File: src/hdl/gcsp_pkg.sv
`default_nettype none
// ----------------------------------------------------------------------------
// gcsp_pkg
// Shared types, codes and constant tables of the GIF container stream parser.
// ----------------------------------------------------------------------------
package gcsp_pkg;

  // Event codes on the result word
  typedef enum logic [3:0] {
    EV_NONE      = 4'd0,
    EV_SCREEN    = 4'd1,
    EV_GCTRL     = 4'd2,
    EV_LOOP      = 4'd3,
    EV_IMGDESC   = 4'd4,
    EV_GLOBAL    = 4'd5,
    EV_LOCAL     = 4'd6,
    EV_CODE_BYTE = 4'd7,
    EV_DATA_END  = 4'd8,
    EV_MIN_CODE  = 4'd9,
    EV_TRAILER   = 4'd10,
    EV_ERROR     = 4'd11
  } event_e;

  // Error codes
  typedef enum logic [2:0] {
    ERR_NONE       = 3'd0,
    ERR_HEADER     = 3'd1,
    ERR_BLOCK_ID   = 3'd2,
    ERR_EXT_SIZE   = 3'd3,
    ERR_LOOP_BLOCK = 3'd4,
    ERR_TERMINATOR = 3'd5,
    ERR_DATA_LEN   = 3'd6
  } error_e;

  // Block introducers, labels and fixed sizes
  localparam logic [7:0] ExtIntro    = 8'h21;
  localparam logic [7:0] ImgSep      = 8'h2C;
  localparam logic [7:0] Trailer     = 8'h3B;
  localparam logic [7:0] GctrlLabel  = 8'hF9;
  localparam logic [7:0] AppLabel    = 8'hFF;
  localparam logic [7:0] GctrlSize   = 8'h04;
  localparam logic [7:0] AppSize     = 8'h0B;
  localparam logic [7:0] LoopSubSize = 8'h03;
  localparam logic [7:0] LoopSubId   = 8'h01;
  localparam logic [7:0] MaxBlkReset = 8'hFF;

  // Input word
  typedef struct packed {
    logic [7:0] data_byte;
    logic       start_of_file;
  } in_t;

  // Result word
  typedef struct packed {
    logic [3:0]  event_res;
    logic [15:0] first_value;
    logic [15:0] second_value;
    logic [15:0] third_value;
    logic [15:0] fourth_value;
    logic [23:0] palette_rgb;
    logic        transparency_on;
    logic [2:0]  disposal_method;
    logic        interlaced;
    logic        animated;
    logic [2:0]  error_code;
  } out_t;

  // Signature "GIF89a"
  function automatic logic [7:0] sig_byte(input logic [2:0] idx);
    logic [7:0] c;
    case (idx)
      3'd0:    c = 8'h47;
      3'd1:    c = 8'h49;
      3'd2:    c = 8'h46;
      3'd3:    c = 8'h38;
      3'd4:    c = 8'h39;
      3'd5:    c = 8'h61;
      default: c = 8'h00;
    endcase
    return c;
  endfunction

  // Application identifier "NETSCAPE2.0"
  function automatic logic [7:0] app_byte(input logic [3:0] idx);
    logic [7:0] c;
    case (idx)
      4'd0:    c = 8'h4E;
      4'd1:    c = 8'h45;
      4'd2:    c = 8'h54;
      4'd3:    c = 8'h53;
      4'd4:    c = 8'h43;
      4'd5:    c = 8'h41;
      4'd6:    c = 8'h50;
      4'd7:    c = 8'h45;
      4'd8:    c = 8'h32;
      4'd9:    c = 8'h2E;
      4'd10:   c = 8'h30;
      default: c = 8'h00;
    endcase
    return c;
  endfunction

endpackage
`default_nettype wire

File: src/hdl/gif_container_stream_parser_unit.sv
`default_nettype none
// ----------------------------------------------------------------------------
// gif_container_stream_parser_unit
// GIF89a container parser: one file byte in, one event word out.
// ----------------------------------------------------------------------------
// Each accepted byte word yields exactly one result word. A byte waits in the
// input register, is decoded combinationally by the parser phase logic and
// lands in the result register; one word per cycle is sustained while the
// sink keeps out_ready_i high. The single parser state update per byte sets
// that rate. Write max_data_block on the cfg port only while no word is in
// flight; cfg_ready_o is always high.
// ----------------------------------------------------------------------------
module gif_container_stream_parser_unit (
  input  wire logic           clk_i,
  input  wire logic           rst_ni,
  input  wire logic           cfg_valid_i,
  output logic                cfg_ready_o,
  input  wire logic [7:0]     cfg_data_i,
  input  wire logic           in_valid_i,
  output logic                in_ready_o,
  input  wire gcsp_pkg::in_t  in_data_i,
  output logic                out_valid_o,
  input  wire logic           out_ready_i,
  output gcsp_pkg::out_t      out_data_o
);

  logic           held_valid;
  gcsp_pkg::in_t  held_data;
  logic           out_full;
  logic           adv;
  gcsp_pkg::out_t res;

  // Advance when a word is held and the result slot is free or draining
  assign adv         = held_valid && (!out_full || out_ready_i);
  assign cfg_ready_o = 1'b1;

  gcsp_in_reg u_in_reg (
    .clk_i      (clk_i),
    .rst_ni     (rst_ni),
    .in_valid_i (in_valid_i),
    .in_ready_o (in_ready_o),
    .in_data_i  (in_data_i),
    .take_i     (adv),
    .valid_o    (held_valid),
    .data_o     (held_data)
  );

  gcsp_core u_core (
    .clk_i      (clk_i),
    .rst_ni     (rst_ni),
    .cfg_we_i   (cfg_valid_i),
    .cfg_data_i (cfg_data_i),
    .adv_i      (adv),
    .item_i     (held_data),
    .res_o      (res)
  );

  gcsp_out_reg u_out_reg (
    .clk_i       (clk_i),
    .rst_ni      (rst_ni),
    .load_i      (adv),
    .res_i       (res),
    .full_o      (out_full),
    .out_valid_o (out_valid_o),
    .out_ready_i (out_ready_i),
    .out_data_o  (out_data_o)
  );

endmodule
`default_nettype wire

File: src/hdl/gcsp_in_reg.sv
`default_nettype none
// ----------------------------------------------------------------------------
// gcsp_in_reg
// Input register: holds one accepted word until the parser takes it.
// ----------------------------------------------------------------------------
module gcsp_in_reg (
  input  wire logic          clk_i,
  input  wire logic          rst_ni,
  input  wire logic          in_valid_i,
  output logic               in_ready_o,
  input  wire gcsp_pkg::in_t in_data_i,
  input  wire logic          take_i,
  output logic               valid_o,
  output gcsp_pkg::in_t      data_o
);

  logic          valid_q, valid_d;
  gcsp_pkg::in_t data_q;

  // Accept when empty or when the held word moves on this cycle
  assign in_ready_o = !valid_q || take_i;
  assign valid_d    = (in_valid_i && in_ready_o) || (valid_q && !take_i);

  always_ff @(posedge clk_i or negedge rst_ni) begin
    if (!rst_ni) begin
      valid_q <= 1'b0;
    end else begin
      valid_q <= valid_d;
    end
  end

  // Load payload on accept
  always_ff @(posedge clk_i) begin
    if (in_valid_i && in_ready_o) begin
      data_q <= in_data_i;
    end
  end

  assign valid_o = valid_q;
  assign data_o  = data_q;

endmodule
`default_nettype wire

File: src/hdl/gcsp_core.sv
`default_nettype none
// ----------------------------------------------------------------------------
// gcsp_core
// Parser state and per-byte decode: one word in, one result word out.
// ----------------------------------------------------------------------------
module gcsp_core (
  input  wire logic          clk_i,
  input  wire logic          rst_ni,
  input  wire logic          cfg_we_i,
  input  wire logic [7:0]    cfg_data_i,
  input  wire logic          adv_i,
  input  wire gcsp_pkg::in_t item_i,
  output gcsp_pkg::out_t     res_o
);

  typedef enum logic [21:0] {
    PH_HDR       = 22'h000001,
    PH_LSD       = 22'h000002,
    PH_PAL       = 22'h000004,
    PH_BLOCK     = 22'h000008,
    PH_EXT_LABEL = 22'h000010,
    PH_GCE_SIZE  = 22'h000020,
    PH_GCE_BODY  = 22'h000040,
    PH_GCE_TERM  = 22'h000080,
    PH_APP_SIZE  = 22'h000100,
    PH_APP_BODY  = 22'h000200,
    PH_NS_SIZE   = 22'h000400,
    PH_NS_ID     = 22'h000800,
    PH_NS_LOOP   = 22'h001000,
    PH_NS_TERM   = 22'h002000,
    PH_SKIP_LEN  = 22'h004000,
    PH_SKIP_DATA = 22'h008000,
    PH_IMGDESC   = 22'h010000,
    PH_MINCODE   = 22'h020000,
    PH_DATA_LEN  = 22'h040000,
    PH_DATA_BYTE = 22'h080000,
    PH_DONE      = 22'h100000,
    PH_ERR       = 22'h200000
  } phase_e;

  phase_e            phase_q, phase_d;
  logic [3:0]        cnt_q, cnt_d;
  logic [7:0]        left_q, left_d;
  logic [63:0]       gath_q, gath_d;
  logic              nm_q, nm_d;
  logic              ploc_q, ploc_d;
  logic [8:0]        pleft_q, pleft_d;
  logic [1:0]        pmod_q, pmod_d;
  logic [7:0]        pidx_q, pidx_d;
  logic              anim_q, anim_d;
  gcsp_pkg::error_e  errc_q, errc_d;
  logic [7:0]        max_blk_q;

  // Configuration register
  always_ff @(posedge clk_i or negedge rst_ni) begin
    if (!rst_ni) begin
      max_blk_q <= gcsp_pkg::MaxBlkReset;
    end else if (cfg_we_i) begin
      max_blk_q <= cfg_data_i;
    end
  end

  // Decode one byte
  always_comb begin
    phase_e           ph;
    logic [7:0]       b;
    logic [63:0]      g;
    logic [8:0]       pleft_n;
    logic [7:0]       left_n;
    logic             nm_n;
    gcsp_pkg::error_e err;
    gcsp_pkg::out_t   r;

    b = item_i.data_byte;
    // Start of file: restart from the reset state
    if (item_i.start_of_file) begin
      ph      = PH_HDR;
      cnt_d   = '0;
      left_d  = '0;
      gath_d  = '0;
      nm_d    = 1'b1;
      ploc_d  = 1'b0;
      pleft_d = '0;
      pmod_d  = '0;
      pidx_d  = '0;
      anim_d  = 1'b0;
    end else begin
      ph      = phase_q;
      cnt_d   = cnt_q;
      left_d  = left_q;
      gath_d  = gath_q;
      nm_d    = nm_q;
      ploc_d  = ploc_q;
      pleft_d = pleft_q;
      pmod_d  = pmod_q;
      pidx_d  = pidx_q;
      anim_d  = anim_q;
    end
    phase_d = ph;
    errc_d  = errc_q;
    err     = gcsp_pkg::ERR_NONE;
    g       = gath_d;
    pleft_n = pleft_d;
    left_n  = left_d;
    nm_n    = nm_d;
    r       = '0;

    case (ph)
      PH_HDR: begin
        if (cnt_d > 4'd5 || b != gcsp_pkg::sig_byte(cnt_d[2:0])) begin
          err = gcsp_pkg::ERR_HEADER;
        end else if (cnt_d == 4'd5) begin
          phase_d = PH_LSD;
          cnt_d   = '0;
          gath_d  = '0;
          nm_d    = 1'b1;
        end else begin
          cnt_d = cnt_d + 4'd1;
        end
      end
      PH_LSD: begin
        if (!cnt_d[3]) gath_d[{cnt_d[2:0], 3'b000} +: 8] = b;
        g     = gath_d;
        cnt_d = cnt_d + 4'd1;
        if (cnt_d == 4'd7) begin
          r.event_res    = gcsp_pkg::EV_SCREEN;
          r.first_value  = g[15:0];
          r.second_value = g[31:16];
          cnt_d  = '0;
          gath_d = '0;
          nm_d   = 1'b1;
          if (g[39]) begin
            phase_d = PH_PAL;
            ploc_d  = 1'b0;
            pleft_d = 9'd2 << g[34:32];
            pmod_d  = '0;
            pidx_d  = '0;
          end else begin
            phase_d = PH_BLOCK;
          end
        end
      end
      PH_PAL: begin
        gath_d = {40'd0, gath_d[15:0], b};
        if (pmod_d == 2'd2) begin
          r.event_res   = ploc_d ? gcsp_pkg::EV_LOCAL : gcsp_pkg::EV_GLOBAL;
          r.first_value = {8'd0, pidx_d};
          r.palette_rgb = gath_d[23:0];
          if (pleft_d != 9'd0) pleft_n = pleft_d - 9'd1;
          pleft_d = pleft_n;
          if (pleft_n == 9'd0) begin
            phase_d = ploc_d ? PH_MINCODE : PH_BLOCK;
            cnt_d   = '0;
            gath_d  = '0;
            nm_d    = 1'b1;
          end else begin
            pmod_d = '0;
            pidx_d = pidx_d + 8'd1;
          end
        end else begin
          pmod_d = pmod_d + 2'd1;
        end
      end
      PH_BLOCK: begin
        cnt_d  = '0;
        gath_d = '0;
        nm_d   = 1'b1;
        if (b == gcsp_pkg::ExtIntro) begin
          phase_d = PH_EXT_LABEL;
        end else if (b == gcsp_pkg::ImgSep) begin
          phase_d = PH_IMGDESC;
        end else if (b == gcsp_pkg::Trailer) begin
          r.event_res = gcsp_pkg::EV_TRAILER;
          phase_d     = PH_DONE;
        end else begin
          err = gcsp_pkg::ERR_BLOCK_ID;
        end
      end
      PH_EXT_LABEL: begin
        cnt_d  = '0;
        gath_d = '0;
        nm_d   = 1'b1;
        if (b == gcsp_pkg::GctrlLabel) begin
          phase_d = PH_GCE_SIZE;
        end else if (b == gcsp_pkg::AppLabel) begin
          phase_d = PH_APP_SIZE;
        end else begin
          phase_d = PH_SKIP_LEN;
        end
      end
      PH_GCE_SIZE: begin
        if (b == gcsp_pkg::GctrlSize) begin
          phase_d = PH_GCE_BODY;
          cnt_d   = '0;
          gath_d  = '0;
          nm_d    = 1'b1;
        end else begin
          err = gcsp_pkg::ERR_EXT_SIZE;
        end
      end
      PH_GCE_BODY: begin
        if (!cnt_d[3]) gath_d[{cnt_d[2:0], 3'b000} +: 8] = b;
        cnt_d = cnt_d + 4'd1;
        if (cnt_d == 4'd4) phase_d = PH_GCE_TERM;
      end
      PH_GCE_TERM: begin
        if (b != 8'd0) begin
          err = gcsp_pkg::ERR_TERMINATOR;
        end else begin
          r.event_res       = gcsp_pkg::EV_GCTRL;
          r.first_value     = g[23:8];
          r.second_value    = {8'd0, g[31:24]};
          r.transparency_on = g[0];
          r.disposal_method = g[4:2];
          phase_d = PH_BLOCK;
          cnt_d   = '0;
          gath_d  = '0;
          nm_d    = 1'b1;
        end
      end
      PH_APP_SIZE: begin
        if (b == gcsp_pkg::AppSize) begin
          phase_d = PH_APP_BODY;
          cnt_d   = '0;
          gath_d  = '0;
          nm_d    = 1'b1;
        end else begin
          err = gcsp_pkg::ERR_EXT_SIZE;
        end
      end
      PH_APP_BODY: begin
        if (cnt_d > 4'd10 || b != gcsp_pkg::app_byte(cnt_d)) nm_n = 1'b0;
        if (cnt_d >= 4'd10) begin
          phase_d = nm_n ? PH_NS_SIZE : PH_SKIP_LEN;
          cnt_d   = '0;
          gath_d  = '0;
          nm_d    = 1'b1;
        end else begin
          cnt_d = cnt_d + 4'd1;
          nm_d  = nm_n;
        end
      end
      PH_NS_SIZE: begin
        if (b == gcsp_pkg::LoopSubSize) begin
          phase_d = PH_NS_ID;
          cnt_d   = '0;
          gath_d  = '0;
          nm_d    = 1'b1;
        end else begin
          err = gcsp_pkg::ERR_LOOP_BLOCK;
        end
      end
      PH_NS_ID: begin
        if (b == gcsp_pkg::LoopSubId) begin
          phase_d = PH_NS_LOOP;
          cnt_d   = '0;
          gath_d  = '0;
          nm_d    = 1'b1;
        end else begin
          err = gcsp_pkg::ERR_LOOP_BLOCK;
        end
      end
      PH_NS_LOOP: begin
        if (!cnt_d[3]) gath_d[{cnt_d[2:0], 3'b000} +: 8] = b;
        cnt_d = cnt_d + 4'd1;
        if (cnt_d == 4'd2) phase_d = PH_NS_TERM;
      end
      PH_NS_TERM: begin
        if (b != 8'd0) begin
          err = gcsp_pkg::ERR_TERMINATOR;
        end else begin
          anim_d        = 1'b1;
          r.event_res   = gcsp_pkg::EV_LOOP;
          r.first_value = g[15:0];
          phase_d = PH_BLOCK;
          cnt_d   = '0;
          gath_d  = '0;
          nm_d    = 1'b1;
        end
      end
      PH_SKIP_LEN: begin
        if (b == 8'd0) begin
          phase_d = PH_BLOCK;
          cnt_d   = '0;
          gath_d  = '0;
          nm_d    = 1'b1;
        end else begin
          left_d  = b;
          phase_d = PH_SKIP_DATA;
        end
      end
      PH_SKIP_DATA: begin
        if (left_d != 8'd0) left_n = left_d - 8'd1;
        left_d = left_n;
        if (left_n == 8'd0) phase_d = PH_SKIP_LEN;
      end
      PH_IMGDESC: begin
        if (!cnt_d[3]) gath_d[{cnt_d[2:0], 3'b000} +: 8] = b;
        g     = gath_d;
        cnt_d = cnt_d + 4'd1;
        if (cnt_d == 4'd9) begin
          r.event_res    = gcsp_pkg::EV_IMGDESC;
          r.first_value  = g[15:0];
          r.second_value = g[31:16];
          r.third_value  = g[47:32];
          r.fourth_value = g[63:48];
          r.interlaced   = b[6];
          cnt_d  = '0;
          gath_d = '0;
          nm_d   = 1'b1;
          if (b[7]) begin
            phase_d = PH_PAL;
            ploc_d  = 1'b1;
            pleft_d = 9'd2 << b[2:0];
            pmod_d  = '0;
            pidx_d  = '0;
          end else begin
            phase_d = PH_MINCODE;
          end
        end
      end
      PH_MINCODE: begin
        r.event_res   = gcsp_pkg::EV_MIN_CODE;
        r.first_value = {8'd0, b};
        phase_d = PH_DATA_LEN;
        cnt_d   = '0;
        gath_d  = '0;
        nm_d    = 1'b1;
      end
      PH_DATA_LEN: begin
        if (b == 8'd0) begin
          r.event_res = gcsp_pkg::EV_DATA_END;
          phase_d = PH_BLOCK;
          cnt_d   = '0;
          gath_d  = '0;
          nm_d    = 1'b1;
        end else if (b > max_blk_q) begin
          err = gcsp_pkg::ERR_DATA_LEN;
        end else begin
          left_d  = b;
          phase_d = PH_DATA_BYTE;
        end
      end
      PH_DATA_BYTE: begin
        r.event_res   = gcsp_pkg::EV_CODE_BYTE;
        r.first_value = {8'd0, b};
        if (left_d != 8'd0) left_n = left_d - 8'd1;
        left_d = left_n;
        if (left_n == 8'd0) phase_d = PH_DATA_LEN;
      end
      PH_ERR: begin
        err = errc_q;
      end
      default: begin
        // Trailer seen: stay quiet until the next file
      end
    endcase

    // Latch an error and blank the fields
    if (err != gcsp_pkg::ERR_NONE) begin
      phase_d      = PH_ERR;
      errc_d       = err;
      r            = '0;
      r.event_res  = gcsp_pkg::EV_ERROR;
      r.error_code = err;
    end
    r.animated = anim_d;
    res_o      = r;
  end

  // Control state
  always_ff @(posedge clk_i or negedge rst_ni) begin
    if (!rst_ni) begin
      phase_q <= PH_HDR;
      cnt_q   <= '0;
      left_q  <= '0;
      nm_q    <= 1'b1;
      ploc_q  <= 1'b0;
      pleft_q <= '0;
      pmod_q  <= '0;
      pidx_q  <= '0;
      anim_q  <= 1'b0;
      errc_q  <= gcsp_pkg::ERR_NONE;
    end else if (adv_i) begin
      phase_q <= phase_d;
      cnt_q   <= cnt_d;
      left_q  <= left_d;
      nm_q    <= nm_d;
      ploc_q  <= ploc_d;
      pleft_q <= pleft_d;
      pmod_q  <= pmod_d;
      pidx_q  <= pidx_d;
      anim_q  <= anim_d;
      errc_q  <= errc_d;
    end
  end

  // Gathered field bytes
  always_ff @(posedge clk_i or negedge rst_ni) begin
    if (!rst_ni) begin
      gath_q <= '0;
    end else if (adv_i) begin
      gath_q <= gath_d;
    end
  end

endmodule
`default_nettype wire

File: src/hdl/gcsp_out_reg.sv
`default_nettype none
// ----------------------------------------------------------------------------
// gcsp_out_reg
// Result register: holds one result word until the sink takes it.
// ----------------------------------------------------------------------------
module gcsp_out_reg (
  input  wire logic           clk_i,
  input  wire logic           rst_ni,
  input  wire logic           load_i,
  input  wire gcsp_pkg::out_t res_i,
  output logic                full_o,
  output logic                out_valid_o,
  input  wire logic           out_ready_i,
  output gcsp_pkg::out_t      out_data_o
);

  logic           valid_q, valid_d;
  gcsp_pkg::out_t data_q;

  // Fill on load, drain when taken
  assign valid_d = load_i || (valid_q && !out_ready_i);

  always_ff @(posedge clk_i or negedge rst_ni) begin
    if (!rst_ni) begin
      valid_q <= 1'b0;
    end else begin
      valid_q <= valid_d;
    end
  end

  always_ff @(posedge clk_i) begin
    if (load_i) begin
      data_q <= res_i;
    end
  end

  assign full_o      = valid_q;
  assign out_valid_o = valid_q;
  assign out_data_o  = data_q;

endmodule
`default_nettype wire

File: config.mk
export PLATFORM = sky130hd
export DESIGN_NAME = gif_container_stream_parser_unit
export DESIGN_NICKNAME = d
export VERILOG_FILES = /design/src/hdl/gcsp_pkg.sv /design/src/hdl/gif_container_stream_parser_unit.sv /design/src/hdl/gcsp_in_reg.sv /design/src/hdl/gcsp_core.sv /design/src/hdl/gcsp_out_reg.sv
export SDC_FILE = /design/constraint.sdc
export NUM_CORES = 1
export LEC_CHECK = 0
export BUFFER_PORTS_ARGS = -buffer_cell sky130_fd_sc_hd__buf_2
export CAP_MARGIN = 20
export CORE_MARGIN = 2
export CORE_UTILIZATION = 40
export CTS_CLUSTER_SIZE = 30
export DETAILED_ROUTE_END_ITERATION = 16
export SYNTH_ARGS = -nofsm -noshare
export SYNTH_HDL_FRONTEND = slang
export SYNTH_SLANG_ARGS = --single-unit
File: constraint.sdc
create_clock -name clk_i -period 4.9 [get_ports clk_i]
set_clock_uncertainty 0.1 [all_clocks]
set_input_delay 0.98 -clock clk_i [delete_from_list [all_inputs] [get_ports clk_i]]
set_output_delay 0.98 -clock clk_i [all_outputs]
set_load 0.05 [all_outputs]
==> impl_metrics.json <==
{
  "slew_headroom_pct": 28.2,
  "grt_max_degree": 77,
  "power.density_mw_per_mm2": 336,
  "globalRoute.totalOverflow": 0,
  "pwr-share-comb_pct": 22.0,
  "synth_top_area_share_pct": 22.6,
  "synth_cells": 1577,
  "drive_gt1_share_pct": 18.2,
  "dr.pass1.iters": 6,
  "cp_max_fo": 62,
  "synth-edff-count": 110,
  "grt_use_total_pct": 26.8,
  "die_area_mm2": 0.0380,
  "holdBufCountCts": 0,
  "critPathArrivalTime_ps": 4630,
  "power_switching_mw": 1.92,
  "setup_slack_ps": 577,
  "intPower_mw": 3.72,
  "vias_per_cell": 6.35,
  "final_nets": 1732,
  "yosysSeqAreaShare_pct": 45.5,
  "critical_path_class": "register to register",
  "hold_class": "input pin to asynchronous set/reset pin",
  "cts.sinks": 243,
  "ctsResizeCount": 0,
  "area_growth_pct": 14.7,
  "period_needed_ps": 4320,
  "die_x_um": 195,
  "die_h_um": 195,
  "htreeDepth": 1,
  "syn_area_mm2": 0.0146,
  "synth-async-reset-ratio_pct": 54.7,
  "setup_viol": 0,
  "max_freq_mhz": 231,
  "end_kind": "register",
  "cts-root-buf": "clkbuf_16",
  "rsz0062_at_grt": "false",
  "port_buffers": 124,
  "dpl_cell_area_mm2": 0.0159,
  "cp_num_buf_inv": 1,
  "antenna_found_initial": 0,
  "crit_path_top_delay_cell": "or4_1",
  "clk_pin_slew_ps": 80,
  "clockBufferDepth": 3,
  "finalMaxSlewViolations": 0,
  "finalCritPeriodShare_pct": 88.2,
  "io_pins": 126,
  "yosys_register_bits": 243,
  "cts_setup_buffers": 0,
  "p_sw_share_pct": 34.0,
  "slowest_delay_ps": 520,
  "start_kind": "register",
  "clock_latency_ps": 580,
  "fin_tns_setup_ps": 0,
  "power.share.sequential_pct": 41.8,
  "seq_area_mm2": 0.00664,
  "core_area_mm2": 0.0357,
  "synth_top_cell_by_area": "edfxtp_1",
  "drc": 0,
  "synth-main-ff-cell": "dfrtp_1",
  "dpl.hpwl_um": 36800,
  "worstPathCellList": "buf_12, nand2b_1, ha_1, ha_1, or4_1, nor4_1, o221a_2, nand2_1, a31oi_2, a21oi_1, nand2b_1, nand2_1, o21ai_0",
  "design_area_mm2": 0.0167,
  "tightest_slew_ps": 1070,
  "rows": 69,
  "fillCellCount": 3525,
  "hold_viol": 0,
  "vias": 13800,
  "syn_area_per_cell_um2": 9.26,
  "yosysMostFrequentCell": "nor2_1",
  "synth_fp_nets": 1621,
  "required_ps": 5210,
  "synth_area_leaders": "edfxtp_1 (23%), dfrtp_1 (21%), nor2_1 (4.2%)",
  "multi_input_area_mm2": 0.00741,
  "ys_top_cells_by_count": "nor2_1 (165), nand2_1 (158), dfrtp_1 (123)",
  "ir_worst_vdd_uv": 273,
  "p_leak_nw": 6.72,
  "synth_cell_types": 108,
  "cts_tree": "yes",
  "start_util_pct": 40.8,
  "antenna_cells": 0,
  "grt_pass1_vias": 13100,
  "cts_buffers": 28,
  "grt_pass1_wl_um": 79700,
  "wl_per_cell_um": 23.9,
  "synth_warnings": 0,
  "preCtsSetupSlack_ps": 591,
  "critical_path.top_delay_family": "simple AND/OR/NAND/NOR gates",
  "maxCapViolCount": 0,
  "power_frac_clock_pct": 36.1,
  "gp_congestion": 1.04,
  "dr.first_iter.drc_count": 1507,
  "status": "completed",
  "ant_nets": 0,
  "routed_wl_um": 51900
}
final timing paths:
check,from,to,slack [ps],depth (start not counted)
worst max-delay path,u_in_reg.data_o[0],u_core.pleft_q[7],580,13
worst min-delay path,rst_ni,u_core.phase_q[4],360,1
worst max register to register,u_in_reg.data_o[0],u_core.pleft_q[7],580,13
worst min register to register,u_core.gath_q[32],u_core.gath_q[32],380,2
max in group asynchronous,rst_ni,u_core.gath_q[22],3460,2
min in group clk_i,u_core.gath_q[32],u_core.gath_q[32],380,2
stage by stage:
| step | cells | total power, mW | utilization [%] | hold slack [ps] |
|---|---|---|---|---|
| floorplan | 1577 | 3.20 | - | 342 |
| global route | 2171 | 5.84 | 46.9 | 417 |
| detailed placement | 2119 | 3.61 | 44.4 | 366 |
| global placement | 2119 | 3.60 | 44.4 | 356 |
| CTS | 2171 | 5.64 | 46.9 | 381 |
| finish | 2171 | 5.63 | 46.9 | 360 |
power by group through the flow:
| stage | registers [mW] | logic, mW | clock network [mW] |
|---|---|---|---|
| final | 2.36 | 1.24 | 2.04 |
| after global routing | 2.37 | 1.32 | 2.14 |
| after CTS | 2.36 | 1.22 | 2.06 |
| after detailed placement | 2.39 | 1.22 | 0 |
| after global placement | 2.39 | 1.21 | 0 |
| after floorplan | 2.55 | 0.648 | 0 |
cells by family after synthesis:
group,after synthesis,share of synthesized area [%]
AND/OR/NAND/NOR,690,25.8
AO/OA/AOI/OAI,463,21.6
flip-flops,243,45.5
buffers and inverters,138,3.85
adder cells (fa/ha/maj),22,1.89
multiplexers,11,0.780
XOR/XNOR,9,0.540
other,1,0.0257
flip-flops by register name, indices dropped and copies added (netlist names):
register	flops
u_in_reg.data_o	9
u_core.pleft_q	9
u_core.max_blk_q	8
u_core.gath_q	64
u_out_reg.full_o	1
u_core.pmod_q	2
u_core.errc_q	3
u_core.phase_q	22
u_core.anim_q	1
u_in_reg.valid_o	1
u_core.pidx_q	8
u_out_reg.out_data_o	101
u_core.ploc_q	1
u_core.left_q	8
u_core.cnt_q	4
u_core.nm_q	1
metal layers:
layer | GRT usage, % | vias up | wire [um]
met5 | 0 | - | 0
met4 | 9.95 | 0 | 2050
met3 | 3.61 | 136 | 4510
met2 | 41.8 | 790 | 23200
met1 | 38.1 | 6717 | 22200
li1 | - | 6139 | -
layout make-up:
| type | instances | share of cell area, % |
|---|---|---|
| Timing Repair Buffer | 186 | 6.67 |
| Clock buffer | 35 | 4.47 |
| Inverter | 33 | 0.770 |
| Sequential cell | 243 | 39.7 |
| Tap cell | 461 | 3.44 |
| Multi-Input combinational cell | 1196 | 44.3 |
| Clock inverter | 17 | 0.717 |
worst register-to-register path: stages, from the launching register on:
cell	delay, ps
edfxtp_1	430
buf_12	240
nand2b_1	280
ha_1	330
ha_1	280
or4_1	520
nor4_1	480
o221a_2	370
nand2_1	120
a31oi_2	400
a21oi_1	220
nand2b_1	220
nand2_1	100
o21ai_0	70
placed cells by master (no fill, tap or decap), drive strengths merged, types with 10 or more instances in the layout:
| master | instances |
|---|---|
| buf | 186 |
| nor2 | 167 |
| nand2 | 161 |
| o21ai | 128 |
| dfrtp | 123 |
| edfxtp | 110 |
| a21oi | 108 |
| nor3 | 54 |
| a22o | 52 |
| nor3b | 47 |
| inv | 35 |
| clkbuf | 35 |
| nor4 | 35 |
| nand3 | 34 |
| nor2b | 33 |
| nand4 | 23 |
| a22oi | 22 |
| ha | 22 |
| nand2b | 20 |
| or4 | 18 |
| and3 | 17 |
| or3 | 17 |
| a31oi | 17 |
| and2 | 15 |
| a21o | 13 |
| clkinv | 13 |
| o211ai | 12 |
| o31ai | 12 |
| dfstp | 10 |
No activity file was read; power rests on OpenSTA's default activity.
